**config.mk**
```make
export PLATFORM = sky130hd
export DESIGN_NAME = adc_channel_scan_sequencer
export DESIGN_NICKNAME = d
export VERILOG_FILES = /design/src/hdl/acss_pkg.sv /design/src/hdl/adc_channel_scan_sequencer.sv /design/src/hdl/acss_cfg.sv /design/src/hdl/acss_core.sv
export SDC_FILE = /design/constraint.sdc
export NUM_CORES = 1
export LEC_CHECK = 0
export BUFFER_PORTS_ARGS = -buffer_cell sky130_fd_sc_hd__buf_2
export CAP_MARGIN = 15
export CORE_MARGIN = 2
export CORE_UTILIZATION = 30
export DETAILED_ROUTE_END_ITERATION = 8
export PLACE_DENSITY_LB_ADDON = 0.25
export REMOVE_ABC_BUFFERS = 1
export SLEW_MARGIN = 0
export SYNTH_ARGS = -nofsm -noshare
export SYNTH_HDL_FRONTEND = slang
export SYNTH_SLANG_ARGS = --single-unit
export TNS_END_PERCENT = 20
```
**constraint.sdc**
```tcl
create_clock -name aclk -period 10.2 [get_ports aclk]
set_input_delay 2.04 -clock aclk [delete_from_list [all_inputs] [get_ports aclk]]
set_output_delay 2.04 -clock aclk [all_outputs]
set_load 0.005 [all_outputs]
```
**src/hdl/acss_pkg.sv**
```systemverilog
// Shared types and constants for the ADC channel scan sequencer.
`timescale 1ns / 1ps

package acss_pkg;

    localparam int MAX_CHANNELS = 8;
    localparam int CH_W         = $clog2(MAX_CHANNELS);
    localparam int SAMPLE_W     = 10;
    localparam int MUX_W        = 8;
    localparam int PHASE_W      = CH_W + 1;
    localparam int COUNT_W      = 4;
    localparam int CFG_IDX_W    = 2;
    localparam int CFG_DATA_W   = MAX_CHANNELS * MUX_W;

    // differential channels flip the sample MSB
    localparam int DIFF_BIT = SAMPLE_W - 1;

    // register indexes on the config port
    localparam logic [CFG_IDX_W-1:0] CFG_MUX_TABLE     = 2'd0;
    localparam logic [CFG_IDX_W-1:0] CFG_CHANNEL_COUNT = 2'd1;
    localparam logic [CFG_IDX_W-1:0] CFG_DIFF_MASK     = 2'd2;

    typedef enum logic [1:0] {
        OP_CONV    = 2'd0,
        OP_RELEASE = 2'd1,
        OP_READ    = 2'd2
    } opcode_t;

    typedef struct packed {
        logic [CFG_DATA_W-1:0]   mux_table;
        logic [COUNT_W-1:0]      channel_count;
        logic [MAX_CHANNELS-1:0] diff_mask;
    } cfg_t;

    typedef struct packed {
        opcode_t             opcode;
        logic [SAMPLE_W-1:0] sample;
        logic [CH_W-1:0]     read_index;
    } item_t;

    typedef struct packed {
        logic [MUX_W-1:0]    mux_value;
        logic                frame_captured;
        logic                snapshot_full;
        logic [SAMPLE_W-1:0] read_data;
    } result_t;

endpackage

```
**src/hdl/adc_channel_scan_sequencer.sv**
```systemverilog
// Top level of the ADC channel scan sequencer: stream ports, input and output registers.
`timescale 1ns / 1ps
//
// Usage:
//   s_* carries one word per converter event: tuser selects conversion done,
//   release snapshot or read snapshot entry; tdata carries the sample and the
//   read index. m_* returns exactly one result word per input word: the mux
//   word to apply next, the capture and snapshot-full flags, and read data.
//   cfg_* writes mux_table (index 0), channel_count (1) and diff_mask (2);
//   write only while no word is in flight.
// Path: an accepted word is held in the input register, then its result is
//   loaded into the output register, which drives m_tvalid; that move waits
//   while the output register holds a word that m_tready has not taken.
// Throughput: one word per cycle while m_tready is high; the state update is
//   one short pass from the input register to the output register.
// Reset: phase counter, live values and the held flag clear, registers take
//   their defaults; the snapshot bank holds nothing defined until captured.
// Stall: while m_tready is low the output register holds its word; one more
//   word can wait in the input register before s_tready drops.
//
module adc_channel_scan_sequencer import acss_pkg::*; (
    input  logic                  aclk,
    input  logic                  aresetn,
    // input stream
    input  logic                  s_tvalid,
    output logic                  s_tready,
    input  logic [15:0]           s_tdata,  // [9:0] sample, [12:10] read_index
    input  logic [1:0]            s_tuser,  // [1:0] opcode
    // result stream
    output logic                  m_tvalid,
    input  logic                  m_tready,
    output logic [23:0]           m_tdata,  // [7:0] mux_value, [8] frame_captured,
                                            // [9] snapshot_full, [19:10] read_data
    // configuration writes
    input  logic                  cfg_valid,
    output logic                  cfg_ready,
    input  logic [CFG_IDX_W-1:0]  cfg_index,
    input  logic [CFG_DATA_W-1:0] cfg_data
);

    cfg_t    cfg;
    item_t   in_reg;
    logic    in_valid_reg;
    result_t result;
    result_t out_reg;
    logic    out_valid_reg;
    logic    out_free;
    logic    item_fire;

    acss_cfg u_cfg (
        .aclk      (aclk),
        .aresetn   (aresetn),
        .cfg_valid (cfg_valid),
        .cfg_ready (cfg_ready),
        .cfg_index (cfg_index),
        .cfg_data  (cfg_data),
        .cfg       (cfg)
    );

    assign out_free  = !out_valid_reg || m_tready;
    assign item_fire = in_valid_reg && out_free;
    assign s_tready  = !in_valid_reg || out_free;

    // input register
    always_ff @(posedge aclk) begin
        if (!aresetn) begin
            in_valid_reg <= 1'b0;
        end else if (s_tready) begin
            in_valid_reg <= s_tvalid;
        end
    end

    always_ff @(posedge aclk) begin
        if (s_tready && s_tvalid) begin
            in_reg.opcode     <= opcode_t'(s_tuser[1:0]);
            in_reg.sample     <= s_tdata[SAMPLE_W-1:0];
            in_reg.read_index <= s_tdata[SAMPLE_W +: CH_W];
        end
    end

    acss_core u_core (
        .aclk      (aclk),
        .aresetn   (aresetn),
        .cfg       (cfg),
        .item      (in_reg),
        .item_fire (item_fire),
        .result    (result)
    );

    // output register
    always_ff @(posedge aclk) begin
        if (!aresetn) begin
            out_valid_reg <= 1'b0;
        end else if (out_free) begin
            out_valid_reg <= in_valid_reg;
        end
    end

    always_ff @(posedge aclk) begin
        if (item_fire) begin
            out_reg <= result;
        end
    end

    assign m_tvalid = out_valid_reg;
    assign m_tdata  = {4'b0, out_reg.read_data, out_reg.snapshot_full,
                       out_reg.frame_captured, out_reg.mux_value};

    logic [2:0] unused_tdata;
    assign unused_tdata = s_tdata[15:13];

endmodule

```
**src/hdl/acss_cfg.sv**
```systemverilog
// Configuration register file: mux table, channel count and differential mask.
`timescale 1ns / 1ps

module acss_cfg import acss_pkg::*; (
    input  logic                  aclk,
    input  logic                  aresetn,
    input  logic                  cfg_valid,
    output logic                  cfg_ready,
    input  logic [CFG_IDX_W-1:0]  cfg_index,
    input  logic [CFG_DATA_W-1:0] cfg_data,
    output cfg_t                  cfg
);

    cfg_t cfg_reg;

    assign cfg_ready = 1'b1;
    assign cfg       = cfg_reg;

    // register writes; unknown indexes are dropped
    always_ff @(posedge aclk) begin
        if (!aresetn) begin
            cfg_reg.mux_table     <= '0;
            cfg_reg.channel_count <= COUNT_W'(1);
            cfg_reg.diff_mask     <= '0;
        end else if (cfg_valid && cfg_ready) begin
            unique case (cfg_index)
                CFG_MUX_TABLE:     cfg_reg.mux_table     <= cfg_data;
                CFG_CHANNEL_COUNT: cfg_reg.channel_count <= cfg_data[COUNT_W-1:0];
                CFG_DIFF_MASK:     cfg_reg.diff_mask     <= cfg_data[MAX_CHANNELS-1:0];
                default: ;
            endcase
        end
    end

endmodule

```
**src/hdl/acss_core.sv**
```systemverilog
// Scan state: phase counter, live values, snapshot bank and per-word result logic.
`timescale 1ns / 1ps

module acss_core import acss_pkg::*; (
    input  logic    aclk,
    input  logic    aresetn,
    input  cfg_t    cfg,
    input  item_t   item,
    input  logic    item_fire,
    output result_t result
);

    logic [PHASE_W-1:0]  phase_reg, phase_next;
    logic [SAMPLE_W-1:0] live_reg [MAX_CHANNELS];
    logic [SAMPLE_W-1:0] snap_reg [MAX_CHANNELS];
    logic                held_reg, held_next;

    logic [CH_W-1:0]     cur_ch;
    logic [CH_W-1:0]     next_ch;
    logic [CH_W-1:0]     last_ch;
    logic [SAMPLE_W-1:0] kept_sample;
    logic                keep;
    logic                round_end;
    logic                capture;

    // last channel of the round, count clamped to 1..MAX_CHANNELS
    always_comb begin
        if (cfg.channel_count == '0) begin
            last_ch = '0;
        end else if (cfg.channel_count > COUNT_W'(MAX_CHANNELS)) begin
            last_ch = CH_W'(MAX_CHANNELS - 1);
        end else begin
            last_ch = CH_W'(cfg.channel_count - COUNT_W'(1));
        end
    end

    assign cur_ch = phase_reg[PHASE_W-1:1];

    // diff channels flip MSB; odd phase keeps, even drops the one after a switch
    always_comb begin
        kept_sample = item.sample;
        if (cfg.diff_mask[cur_ch]) begin
            kept_sample[DIFF_BIT] = ~item.sample[DIFF_BIT];
        end
    end

    always_comb begin
        keep       = 1'b0;
        round_end  = 1'b0;
        capture    = 1'b0;
        phase_next = phase_reg;
        held_next  = held_reg;
        case (item.opcode)
            OP_CONV: begin
                keep = phase_reg[0];
                if (phase_reg[0] && cur_ch >= last_ch) begin
                    round_end  = 1'b1;
                    capture    = !held_reg;
                    phase_next = '0;
                    held_next  = 1'b1;
                end else begin
                    phase_next = phase_reg + PHASE_W'(1);
                end
            end
            OP_RELEASE: held_next = 1'b0;
            default: ;
        endcase
    end

    assign next_ch = phase_next[PHASE_W-1:1];

    // result word for this item
    always_comb begin
        result.mux_value      = cfg.mux_table[MUX_W*next_ch +: MUX_W];
        result.frame_captured = capture;
        result.snapshot_full  = held_next;
        result.read_data      = (item.opcode == OP_READ) ? snap_reg[item.read_index] : '0;
    end

    // control state
    always_ff @(posedge aclk) begin
        if (!aresetn) begin
            phase_reg <= '0;
            held_reg  <= 1'b0;
        end else if (item_fire) begin
            phase_reg <= phase_next;
            held_reg  <= held_next;
        end
    end

    // live value array, cleared at reset
    always_ff @(posedge aclk) begin
        if (!aresetn) begin
            for (int i = 0; i < MAX_CHANNELS; i++) begin
                live_reg[i] <= '0;
            end
        end else if (item_fire && keep) begin
            live_reg[cur_ch] <= kept_sample;
        end
    end

    // snapshot bank takes the whole frame, including the word just kept
    always_ff @(posedge aclk) begin
        if (item_fire && capture) begin
            for (int i = 0; i < MAX_CHANNELS; i++) begin
                snap_reg[i] <= (CH_W'(i) == cur_ch) ? kept_sample : live_reg[i];
            end
        end
    end

    logic unused_round_end;
    assign unused_round_end = round_end;

endmodule
```
=== Yosys cells after proc, flatten, opt, wreduce, memory -nomap -nowiden ===
Memories as Yosys holds them, arrays and structs flattened. A register that Yosys moved wholly into a read port is not among the register bits.
Cells that the tools add are included.

* Magnitude comparators: 3
* Bitwise operators: 1
* Reduce and logical (&&, ||, !) cells: 20
* Mux-type cells: 29
* Shift operators: 1
* Add/sub/neg operators: 2
* Eq/ne operators: 11

{| class="wikitable"
|+ Operators by type and width
! cell !! number
|-
| $mux W10 || 9
|-
| $shiftx A64 B7 Y8 || 1
|-
| $mux W1 || 13
|-
| $eq A3 B3 Y1 const A || 4
|-
| $reduce_or A10 Y1 || 1
|-
| $mux W3 || 3
|-
| $mux W4 || 2
|-
| $reduce_and A2 Y1 || 4
|-
| $eq A2 B3 Y1 const A || 2
|-
| $logic_and A1 B1 Y1 || 5
|-
| $add A4 B1 Y4 const B || 1
|-
| $eq A2 B1 Y1 const B || 2
|-
| $eq A2 B2 Y1 const B || 2
|-
| $gt A4 B4 Y1 const B || 1
|-
| $logic_not A1 Y1 || 4
|-
| $logic_not A2 Y1 || 2
|-
| $logic_not A4 Y1 || 1
|-
| $lt A3 B4 Y1 const B || 1
|-
| $bmux W1 S3 || 1
|-
| $eq A1 B3 Y1 const A || 1
|-
| $ge A3 B3 Y1 || 1
|-
| $logic_not A3 Y1 || 1
|-
| $sub A3 B1 Y3 const B || 1
|-
| $logic_or A1 B1 Y1 || 2
|-
| other kinds (2) || 2
|}

* Register bits: 108
* Input port bits: 89
* Memories: 2
* Output and inout port bits: 27
* Bits in writable memories: 160
* Word-level logic and storage cells: 83

{| class="wikitable"
|+ Memories
! name !! words !! width !! rd ports !! clocked after memory_dff !! write ports !! line !! source
|-
| u_core.live_reg || 8 || 10 || 8 || 0 || 8 || acss_core.sv:14 || <nowiki>logic [SAMPLE_W-1:0] live_reg [MAX_CHANNELS];</nowiki>
|-
| u_core.snap_reg || 8 || 10 || 1 || 1 || 8 || acss_core.sv:15 || <nowiki>logic [SAMPLE_W-1:0] snap_reg [MAX_CHANNELS];</nowiki>
|}

=== Depth between registers and ports, before layout ===
Gate-level depths: netlist of run 1.

* Depth after elaboration: 10
* Mapped depth: 12
* Depth with buffers taken out: 11

=== Hierarchy ===
From an unflattened synthesis of run 1, not the netlist that was laid out.

* Cell total of the unflattened synthesis: 931
* Area total of the unflattened synthesis: 12474.5 um2

{| class="wikitable"
|+ By module, submodules not included
! module !! seq. area each (um2) !! area each (um2) !! instances !! cells an instance
|-
| acss_core || 4904.7 || 8204.1 || 1 || 560
|-
| acss_cfg || 1521.5 || 3081.7 || 1 || 322
|-
| adc_channel_scan_sequencer || 1091.0 || 1188.6 || 1 || 49
|}

=== Worst setup path before layout of run 1 ===
Ideal clock, no wire load.

* Kind: input to register
* Start: input m_tready
* End: memory u_core.snap_reg[0][0], enable pin
* Stages on the path: 3
* Required time: 9.584 ns
* Path buffers: 0
* Setup time: 0.616 ns
* Path slack: 1.739 ns
* Data arrival time: 7.845 ns
* Cell sequence: nor2b_1 nand2b_1 nor3_1

{| class="wikitable"
|+ RTL lines
! item !! line !! source
|-
| start, declared || adc_channel_scan_sequencer.sv:31 || <nowiki>input logic m_tready,</nowiki>
|-
| end, declared || acss_core.sv:15 ||
|}

=== Worst setup path after layout of run 1 ===
* Start: input m_tready
* End: output s_tready

* Cells in the longest elaborated chain, start to end: 2

{| class="wikitable"
|+ Ends and longest elaborated chain
! item !! line !! source
|-
| $logic_or A1 B1 Y1 || adc_channel_scan_sequencer.sv:60 || <nowiki>assign out_free = !out_valid_reg || m_tready;</nowiki>
|-
| $logic_or A1 B1 Y1 || adc_channel_scan_sequencer.sv:62 || <nowiki>assign s_tready = !in_valid_reg || out_free;</nowiki>
|-
| end, declared || adc_channel_scan_sequencer.sv:26 || <nowiki>output logic s_tready,</nowiki>
|}

No other way between the ends.

==> impl_metrics.yaml, run 1 <==
run_status:
  status: "complete, no violations"
clocking:
  clk_latency_ns: 0.59
  clk_path_buf_depth: 3
  cts_tree: "done"
  cts_root_buf: "clkbuf_16"
  cts_buffers: 31
  cts_max_level: 1
  hold_buffers: 0
  post_cts_buffers: 0
  path_clk_slew_ns: 0.06
  cts_sinks: 278
  cts_resized: 0
timing:
  rsz0062_at_grt: "false"
  min_period_ns: 4.63
  tns_ns: 0
  finalHoldViolCount: 0
  max-slew-margin-rel: 0.294
  finalCritPeriodShare: 0.454
  setup_viol: 0
  tightest_slew_ns: 1.06
  skew_ns: 0.0312
  maxSlewViolCount: 0
  max_freq_mhz: 216
place:
  post-dp-hpwl_microns: 18100
  gp_congestion: 0.737
  io_buffers: 107
routing:
  drt-vias-per-instance: 4.67
  via_count: 7485
  firstDrtPassIters: 5
  drt-initial-drc-count: 608
  post_drt_wl_per_cell_microns: 18.1
  drc_errors: 0
  ant_nets: 0
  wl_microns: 29100
layout:
  area_growth_pct: 16.3
  fill_cells: 3929
  finalNetCount: 1149
  seq_area_sq_mm: 0.00752
  drive_above_1_share: 0.257
  diodes: 0
  post-route-util: 0.355
  multi_input_area_sq_mm: 0.00434
job:
  max_cap_violations: 0
grt:
  antenna_found_initial: 0
  grt_use_total: 0.140
  grt_pass1_vias: 7504
  grt_max_degree: 93
  overflow: 0
  grt_first_pass_wirelength_microns: 45100
synthesis:
  yosys-top-cells-count: "209 x nand2_1, 195 x edfxtp_1, 83 x dfxtp_1"
  synth_flop_cell: "edfxtp_1"
  syn_inst: 965
  synth.top_cell.area_share: 0.481
  synth_edf_count: 195
  yosysWarnings: 0
  async_reset_ff_frac: 0
  netlist_area_sq_mm: 0.0122
  yosysUniqueCellTypes: 54
  yosysTopAreaCell: "edfxtp_1"
  synth.most_common_cell: "nand2_1"
  synthTopCellsByArea: "edfxtp_1 48%, dfxtp_1 14%, nand2_1 6.4%"
  ys_seq_elements: 278
  avgSynthCellArea_sq_um: 12.6
  yosysSeqAreaShare: 0.617
power:
  ir_drop_v: 0.000164
  p_leak_nw: 5.16
  power_density_mw_per_mm2: 173
floorplanning:
  die_x_microns: 206
  num_rows: 73
  die_area_sq_mm: 0.0422
  core_area_sq_mm: 0.0399
  die_h_microns: 206
  start_util: 0.305
  ioPinCount: 116
critical_path:
  critPathCaptureType: "output pin"
  criticalPathCategory: "in2out"
  critPathLaunchType: "input pin"
  cp.arrival_ns: 2.59
  cp_max_fo: 4
  required_ns: 8.16
hold_path:
  hold_path.class: "reg2reg"
worst max-delay path, stage by stage:
cell and delay (ns):
buf_2 0.10, nor2b_1 0.22, nand2_1 0.10, buf_2 0.13
per-layer routing:
| layer | part of all wire | routed length [microns] | up-vias | global-route usage |
|---|---|---|---|---|
| li1 | - | - | 3626 | - |
| met5 | 0 | 0 | - | 0 |
| met3 | 0.042 | 1230 | 32 | 0.0192 |
| met2 | 0.47 | 13700 | 161 | 0.225 |
| met4 | 0.016 | 471 | 0 | 0.0357 |
| met1 | 0.47 | 13700 | 3666 | 0.200 |
through the flow:
| step | std cells | area, sq um | setup WS [ns] | power (mW) | hold slack, ns |
|---|---|---|---|---|---|
| after CTS | 1604 | 14200 | 5.57 | 2.48 | 0.467 |
| final | 1604 | 14200 | 5.57 | 2.45 | 0.463 |
| after detailed placement | 1547 | 13200 | 5.12 | 1.40 | 0.459 |
| after global routing | 1604 | 14200 | 5.52 | 2.54 | 0.488 |
| after floorplan | 901 | 11900 | 1.74 | 1.34 | 0.439 |
| after global placement | 1547 | 13200 | 5.13 | 1.40 | 0.454 |
power by group:
part           leakage, nW  switching (mW)  internal [mW]
Clock                0.481           0.453          0.618
Combinational         2.12          0.0673         0.0536
Sequential            2.55          0.0219           1.24
Total                 5.16           0.543           1.91
kinds of logic (layout without fill, tap and decap cells):
logic type / Yosys count / in the layout / share of synthesized area
flops: 278 / 278 / 0.617
other cells: 2 / 5 / 0.000616
simple gates: 355 / 355 / 0.137
mux: 121 / 121 / 0.130
xor+xnor: 3 / 3 / 0.00339
fa+ha+maj: 6 / 6 / 0.00596
compound gates: 126 / 126 / 0.0779
buf+inv: 74 / 185 / 0.0281
worst paths after layout:
check / from / endpoint / slack, ns / cells past startpoint
hold / removal: u_cfg.cfg[75] / u_cfg.cfg[75] / 0.46 / 2
hold reg to reg: u_cfg.cfg[75] / u_cfg.cfg[75] / 0.46 / 2
setup / recovery: m_tready / s_tready / 5.57 / 4
setup reg to reg: u_cfg.cfg[8] / u_core.snap_reg[0][0] / 6.72 / 11
cells in the final DEF, fill, tap and decap left out, types with 2 or more instances in the layout:
cell type and n:
and2_1 76, buf_4 14, nand3b_1 2, nor2_1 21, o21a_1 2, nor3_1 9
mux2i_1 30, nor3b_2 2, clkinv_2 4, a21boi_0 66, clkbuf_16 31, a32oi_1 2
a21oi_1 6, clkinv_1 8, nor2b_1 17, clkbuf_8 5, mux2_2 63, clkbuf_1 5
nand3_1 2, dfxtp_1 83, o21ai_1 5, inv_1 6, or3b_2 2, ha_1 5
mux4_2 20, buf_2 107, a222oi_1 15, nand2_1 209, mux2_4 8, nand2b_1 3
edfxtp_1 195, nor2_2 3, o21ai_0 20, o22ai_1 2, o21a_2 2, conb_1 5
final cells by class:
class                           count  area share
Sequential cell                   278       0.531
Clock buffer                       41      0.0610
Inverter                            7     0.00186
Clock inverter                     16     0.00822
Multi-Input combinational cell    616       0.307
Tap cell                          525      0.0464
Timing Repair Buffer              121      0.0452
Power figures use the tool's default switching activity.
==> run 2, diff against run 1 <==
==> constraint.sdc (replaced) <==
create_clock -name aclk -period 4.43 [get_ports aclk]
set_input_delay 0.886 -clock aclk [delete_from_list [all_inputs] [get_ports aclk]]
set_output_delay 0.886 -clock aclk [all_outputs]
set_load 0.005 [all_outputs]
==> impl_metrics.yaml, run 2 (synthesis gave the netlist of run 1 again) <==
timing:
  rsz0062_at_grt: "false"
  tightest_slew_ns: 1.09
  setup_viol: 0
  max-slew-margin-rel: 0.271
  finalHoldViolCount: 0
  skew_ns: 0.0120
  maxSlewViolCount: 0
  min_period_ns: 3.26
  layout_setup_ws_ns: 1.17
  max_freq_mhz: 307
  tns_ns: 0
  fin_hold_ws_ns: 0.463
  finalCritPeriodShare: 0.736
grt:
  grt_first_pass_wirelength_microns: 45200
  overflow: 0
  antenna_found_initial: 0
  grt_max_degree: 92
  grt_use_total: 0.142
  grt_pass1_vias: 7496
critical_path:
  crit_family: "adder cells"
  reg2reg_slack_ns: 1.17
  r2r_start: "u_cfg.cfg[8]"
  cp_max_fo: 80
  crit_chain: "inv_1 > ha_1 > inv_1 > nor2_1 > maj3_1 > ha_1 > nand2_1 > o21ai_1 > nand2_1 > nor3_2 > buf_12"
  path_buf_inv: 3
  reg2reg_to: "u_core.snap_reg[1][0]"
  criticalPathCategory: "reg2reg"
  required_ns: 4.64
  critPathSlowestCell: "o21ai_1"
  reg2reg_depth: 11
  critPathLaunchType: "register"
  max_stage_delay_ns: 0.46
  cp.arrival_ns: 3.47
  crit_start: "u_cfg.cfg[8]"
  critPathCaptureType: "register"
routing:
  wl_microns: 29400
  ant_nets: 0
  post_drt_wl_per_cell_microns: 18.2
  drt-vias-per-instance: 4.70
  drt-initial-drc-count: 532
  drc_errors: 0
  via_count: 7575
  firstDrtPassIters: 5
hold_path:
  hold_path.class: "reg2reg"
  hold_depth: 2
  hp-start: "u_cfg.cfg[71]"
  hold_path_end: "u_cfg.cfg[71]"
layout:
  drive_above_1_share: 0.262
  layout.cells.most_common: "nand2_1"
  area_growth_pct: 17.2
  multi_input_area_sq_mm: 0.00434
  mostFrequentLayoutCells: "209 x nand2_1, 195 x edfxtp_1, 107 x buf_2, 83 x dfxtp_1, 76 x and2_1"
  diodes: 0
  finalNetCount: 1157
  fill_cells: 3903
  seq_area_sq_mm: 0.00752
floorplanning:
  start_util: 0.305
  die_h_microns: 206
  core_area_sq_mm: 0.0399
  num_rows: 73
  die_area_sq_mm: 0.0422
  die_x_microns: 206
  ioPinCount: 116
clocking:
  cts_tree: "done"
  clk_path_buf_depth: 3
  cts_root_buf: "clkbuf_16"
  hold_buffers: 0
  cts_sinks: 278
  post_cts_buffers: 0
  cts_buffers: 31
  path_clk_slew_ns: 0.06
  cts_max_level: 1
  cts_resized: 0
  clk_latency_ns: 0.57
place:
  gp_congestion: 0.738
  io_buffers: 107
  post-dp-hpwl_microns: 18800
  pre_cts_ws_ns: 1.04
power:
  power_density_mw_per_mm2: 402
  p_leak_nw: 5.21
  ir_drop_v: 0.000334
job:
  max_cap_violations: 0
run_status:
  status: "complete, no violations"
run 2: stage by stage:
| stage | instance area [sq um] | std cells | power, mW | util |
|---|---|---|---|---|
| CTS | 14300 | 1613 | 5.82 | 0.358 |
| floorplan | 11900 | 901 | 3.09 | - |
| global route | 14300 | 1613 | 5.94 | 0.358 |
| global placement | 13300 | 1555 | 3.23 | 0.332 |
| detailed placement | 13300 | 1555 | 3.24 | 0.332 |
| finish | 14300 | 1613 | 5.74 | 0.358 |
run 2: worst max path at each step:
stage                             to  depth (start not counted)
6_report       u_core.snap_reg[1][0]                         11
2_1_floorplan  u_core.snap_reg[0][0]                         10
3_3_place_gp   u_core.live_reg[0][3]                          7
3_5_place_dp   u_core.live_reg[0][6]                          7
4_1_cts        u_core.snap_reg[6][8]                         11
5_1_grt        u_core.snap_reg[7][8]                         11
run 2: worst reg2reg max path: stages (launching register included):
cell and delay, ns:
dfxtp_1 0.33, inv_1 0.06, ha_1 0.19, inv_1 0.07, nor2_1 0.05, maj3_1 0.36
ha_1 0.29, nand2_1 0.06, o21ai_1 0.46, nand2_1 0.30, nor3_2 0.27, buf_12 0.40
run 2: area by class of cell:
cell class	count	area share
clock buffer	38	0.0591
inverter	7	0.00184
tap	525	0.0460
multi-input combinational	616	0.304
timing repair buffer	129	0.0500
clock inverter	20	0.0122
sequential	278	0.527
run 2: routing by layer:
layer | wire (microns) | GRT usage
met1 | 13700 | 0.197
met2 | 13800 | 0.229
met3 | 1190 | 0.0195
met4 | 709 | 0.0437
met5 | 0 | 0
run 2: power by group:
part	internal (mW)	leakage (nW)	switching, mW
registers	2.84	2.55	0.0554
logic	0.126	2.16	0.152
clock network	1.52	0.497	1.04
